File: src/rtl/core/hor_div.sv
// Restoring divider, one quotient bit per cycle. done pulses when quo is final.
module hor_div #(
    parameter int NUM_W = 40,
    parameter int DEN_W = 24
) (
    input  logic             clk,
    input  logic             rst_n,
    input  logic             start,
    input  logic [NUM_W-1:0] num,
    input  logic [DEN_W-1:0] den,
    output logic [NUM_W-1:0] quo,
    output logic             done
);

    localparam int CNTW = $clog2(NUM_W + 1);

    logic [DEN_W-1:0] rem_reg, rem_next;
    logic [NUM_W-1:0] quo_reg, quo_next;
    logic [DEN_W-1:0] den_reg;
    logic [CNTW-1:0]  cnt_reg, cnt_next;
    logic             busy_reg, busy_next;
    logic             done_reg, done_next;
    logic [DEN_W:0]   shifted;
    logic [DEN_W:0]   diff;

    always_comb
    begin
        shifted   = {rem_reg, quo_reg[NUM_W-1]};
        diff      = shifted - {1'b0, den_reg};
        rem_next  = rem_reg;
        quo_next  = quo_reg;
        cnt_next  = cnt_reg;
        busy_next = busy_reg;
        done_next = 1'b0;
        if (start)
        begin
            rem_next  = '0;
            quo_next  = num;
            cnt_next  = '0;
            busy_next = 1'b1;
        end
        else if (busy_reg)
        begin
            if (shifted >= {1'b0, den_reg})
            begin
                rem_next = diff[DEN_W-1:0];
                quo_next = {quo_reg[NUM_W-2:0], 1'b1};
            end
            else
            begin
                rem_next = shifted[DEN_W-1:0];
                quo_next = {quo_reg[NUM_W-2:0], 1'b0};
            end
            cnt_next = cnt_reg + 1'b1;
            if (cnt_reg == CNTW'(NUM_W - 1))
            begin
                busy_next = 1'b0;
                done_next = 1'b1;
            end
        end
    end

    always_ff @(posedge clk or negedge rst_n)
    begin
        if (!rst_n)
        begin
            busy_reg <= 1'b0;
            done_reg <= 1'b0;
            cnt_reg  <= '0;
        end
        else
        begin
            busy_reg <= busy_next;
            done_reg <= done_next;
            cnt_reg  <= cnt_next;
        end
    end

    always_ff @(posedge clk)
    begin
        rem_reg <= rem_next;
        quo_reg <= quo_next;
        if (start)
        begin
            den_reg <= den;
        end
    end

    assign quo  = quo_reg;
    assign done = done_reg;

endmodule

File: config.mk
export PLATFORM = sky130hd
export DESIGN_NAME = hor_div
export DESIGN_NICKNAME = d
export VERILOG_FILES = /design/src/rtl/core/hor_div.sv
export SDC_FILE = /design/constraint.sdc
export NUM_CORES = 1
export LEC_CHECK = 0
export CAP_MARGIN = 20
export CORE_UTILIZATION = 54
export CTS_BUF_LIST = sky130_fd_sc_hd__clkbuf_4
export DETAILED_ROUTE_END_ITERATION = 8
export DONT_BUFFER_PORTS = 1
export PLACE_DENSITY = 0.77
export SYNTH_ARGS = -nofsm -noshare
export SYNTH_HDL_FRONTEND = slang
export SYNTH_SLANG_ARGS = --single-unit
File: constraint.sdc
create_clock -name clk -period 3.4 [get_ports clk]
set_input_delay 0.68 -clock clk [delete_from_list [all_inputs] [get_ports clk]]
set_output_delay 0.68 -clock clk [all_outputs]
set_load 0.01 [all_outputs]
==> results.cfg <==
[synth]
yosys_register_bits = 96
synthTopCellsByArea = edfxtp_1, dfxtp_1, mux2_2
synth_cells = 468
async_flop_share_pct = 8.33
synthesis.area_per_instance_um2 = 11.0
synth_enable_flop_cells = 64
ys_warn_count = 0
synth_fp_nets = 561
synth_cell_type_count = 57
synth_ff_type = edfxtp_1
netlist_area_um2 = 5170
synth_top_area_share_pct = 37.2
synth_top_area_cell = edfxtp_1
synth_seq_area_share_pct = 50.3

[timing]
finalHoldViolations = 0
finalSetupViolCount = 0
worst_slew_pin_slew_ns = 0.911
rsz0062_at_grt = false
timing.final.crit_share_pct = 92.1
totalNegativeSetupSlack_ns = 0
fin_skew_ns = 0.0268
maxClockFrequency_mhz = 319
holdWs_ns = 0.283
fin_crit_ns = 3.13
slew_headroom_pct = 39.3
timing_max_transition_violations_final = 0
worst_setup_slack_final_ns = 0.267

[clock_network]
path_clk_slew_ns = 0.16
ctsLongestPathBuffers = 2
number_of_gates_given_a_new_drive_strength_after_cts = 0
cts-buffers-inserted = 9
tritoncts = built
clock_tree.root_cell = clkbuf_4
cts_num_sinks = 96
clock_insertion_delay_worst_skew_ns = 0.47
post_cts_buffers = 0
cts.htree.levels = 3

[drt]
routed_via_count = 3486
routed_wl_mm = 10.2
drt-pass1-iter-count = 4
route.detailed.wl_per_inst_um = 17.0
drt_iter0_markers = 160
antenna_violating_nets_post_route = 0
routed_via_density = 5.79
drc = 0

[setup_path]
crit_required_ns = 3.77
timing.setup.critical_path_class = reg -> reg
critPathArrivalTime_ns = 3.50
worst_setup_path_start_kind = flop
setup.worst_path.end_class = flop
critical_path.max_fanout = 3

[die]
fp.dieW_um = 99.8
die_h_um = 99.8
number_of_top_level_pins = 108
initial_core_util_pct = 56.0
placeableCoreArea_um2 = 9240
placementRows = 35
die_area_um2 = 9970

[global_route]
vias_in_the_first_global_route = 3419
pin_count_of_the_biggest_net_entering_global_routing = 101
antenna_found_initial = 0
grt_total_usage_pct = 21.5
grt_pass1_wl_mm = 16.6
global_route.overflow_total = 0

[cells_and_area]
largest_reg_flops = 40
post_route_cells_drive_above_1_share_pct = 15.9
finalNetCount = 561
diodes = 0
area_growth_from_synthesis_to_final_layout_pct = 5.69

[place]
gp_congestion = 0.877
buffer_ports.inserted = 0
preCtsSetupSlack_ns = 0.349
hpwlAfterDp_mm = 7.05

[hold_path]
hold_path.class = in -> reg

[outcome]
status = finished, final reports clean

[power_and_ir_drop]
ir_worst_vdd_v = 0.000430
power.density_cell_area_nw_per_um2 = 419
power_leakage_uw = 0.00217

[run]
timing.max_cap.violations = 0
[stage by stage]
stage | total power [uW] | area (um2) | std cells | utilization [%]
6_report | 2290 | 5460 | 602 | 59.1
5_1_grt | 2380 | 5460 | 602 | 59.1
3_3_place_gp | 1640 | 5300 | 585 | 57.4
3_5_place_dp | 1640 | 5300 | 585 | 57.4
4_1_cts | 2310 | 5460 | 602 | 59.1
2_1_floorplan | 1600 | 5170 | 468 | -
[layout by cell type, fill, tap and decap left out, types with 4 or more instances in the layout]
cell type	netlist	routed
a211oi_1	16	16
mux2_2	39	39
a21oi_1	25	25
nand3_1	6	6
buf_4	2	9
o21a_1	4	4
nor2_1	43	43
dfrtp_1	8	8
a21o_1	4	4
ha_1	25	25
a311oi_1	9	9
edfxtp_1	64	64
or3_1	7	7
nand2_1	31	31
xor2_1	9	9
mux2i_1	14	14
o21ai_0	11	11
nor2b_1	4	4
clkbuf_4	0	9
nor3_1	5	5
dfxtp_1	24	24
a31oi_1	4	4
xnor2_1	9	9
o21bai_1	6	6
inv_1	32	32
[per-layer routing]
| metal | vias up | routed length, um | track usage (%) |
|---|---|---|---|
| met1 | 1630 | 4680 | 28.1 |
| met5 | - | 0 | 0 |
| met3 | 13 | 854 | 7.59 |
| met2 | 117 | 4570 | 33.3 |
| met4 | 0 | 115 | 7.35 |
| li1 | 1726 | - | - |
[final timing paths]
check / endpoint / cells past startpoint / slack [ns] / start
max: rem_reg[16] / 11 / 0.27 / quo[39]
min: rem_reg[8] / 1 / 0.28 / start
max reg2reg: rem_reg[16] / 11 / 0.27 / quo[39]
min reg2reg: rem_reg[1] / 2 / 0.51 / rem_reg[1]
max in group asynchronous: cnt_reg[2] / 1 / 2.60 / rst_n
min in group asynchronous: done / 1 / 0.53 / rst_n
[layout make-up]
class                           instances  area [um2]
Timing Repair Buffer                   10        77.6
Clock inverter                          7        83.8
Sequential cell                        96        2600
Inverter                               32         120
Clock buffer                            9        67.6
Multi-Input combinational cell        319        2350
Tap cell                              129         161
Fill cell                             780        3780
[power by group]
| part | internal, uW | switching, uW |
|---|---|---|
| clock network | 240 | 428 |
| logic | 110 | 102 |
| registers | 1340 | 73.9 |
| total | 1690 | 604 |
[kinds of logic after synthesis]
kind of cell,share of synthesized area (%)
fa+ha+maj,6.44
simple gates,10.8
xor+xnor,3.05
compound gates,14.0
flops,50.3
buf+inv,4.19
mux,11.2
[cells in the mapped netlist (6+ instances only)]
cell type,instances
edfxtp_1,64
nor2_1,43
mux2_2,39
inv_1,32
nand2_1,31
a21oi_1,25
ha_1,25
dfxtp_1,24
a211oi_1,16
mux2i_1,14
clkbuf_1,11
o21ai_0,11
a311oi_1,9
xnor2_1,9
xor2_1,9
dfrtp_1,8
or3_1,7
nand3_1,6
o21bai_1,6
[repair_timing]
action	in CTS	in global routing
hold endpoints to repair	8	0
setup endpoints to repair	0	0
hold buffers	1	0
[worst max-delay path, stage by stage (launching register included)]
cell and delay [ns]:
edfxtp_1 0.38, inv_1 0.05, ha_1 0.22, fa_1 0.38, and2b_1 0.25, o2111ai_1 0.17
and3b_1 0.23, o21ai_0 0.15, a21oi_1 0.12, or4b_2 0.61, a31o_2 0.25, a311oi_1 0.23
No activity file was read; power rests on OpenSTA's default activity.
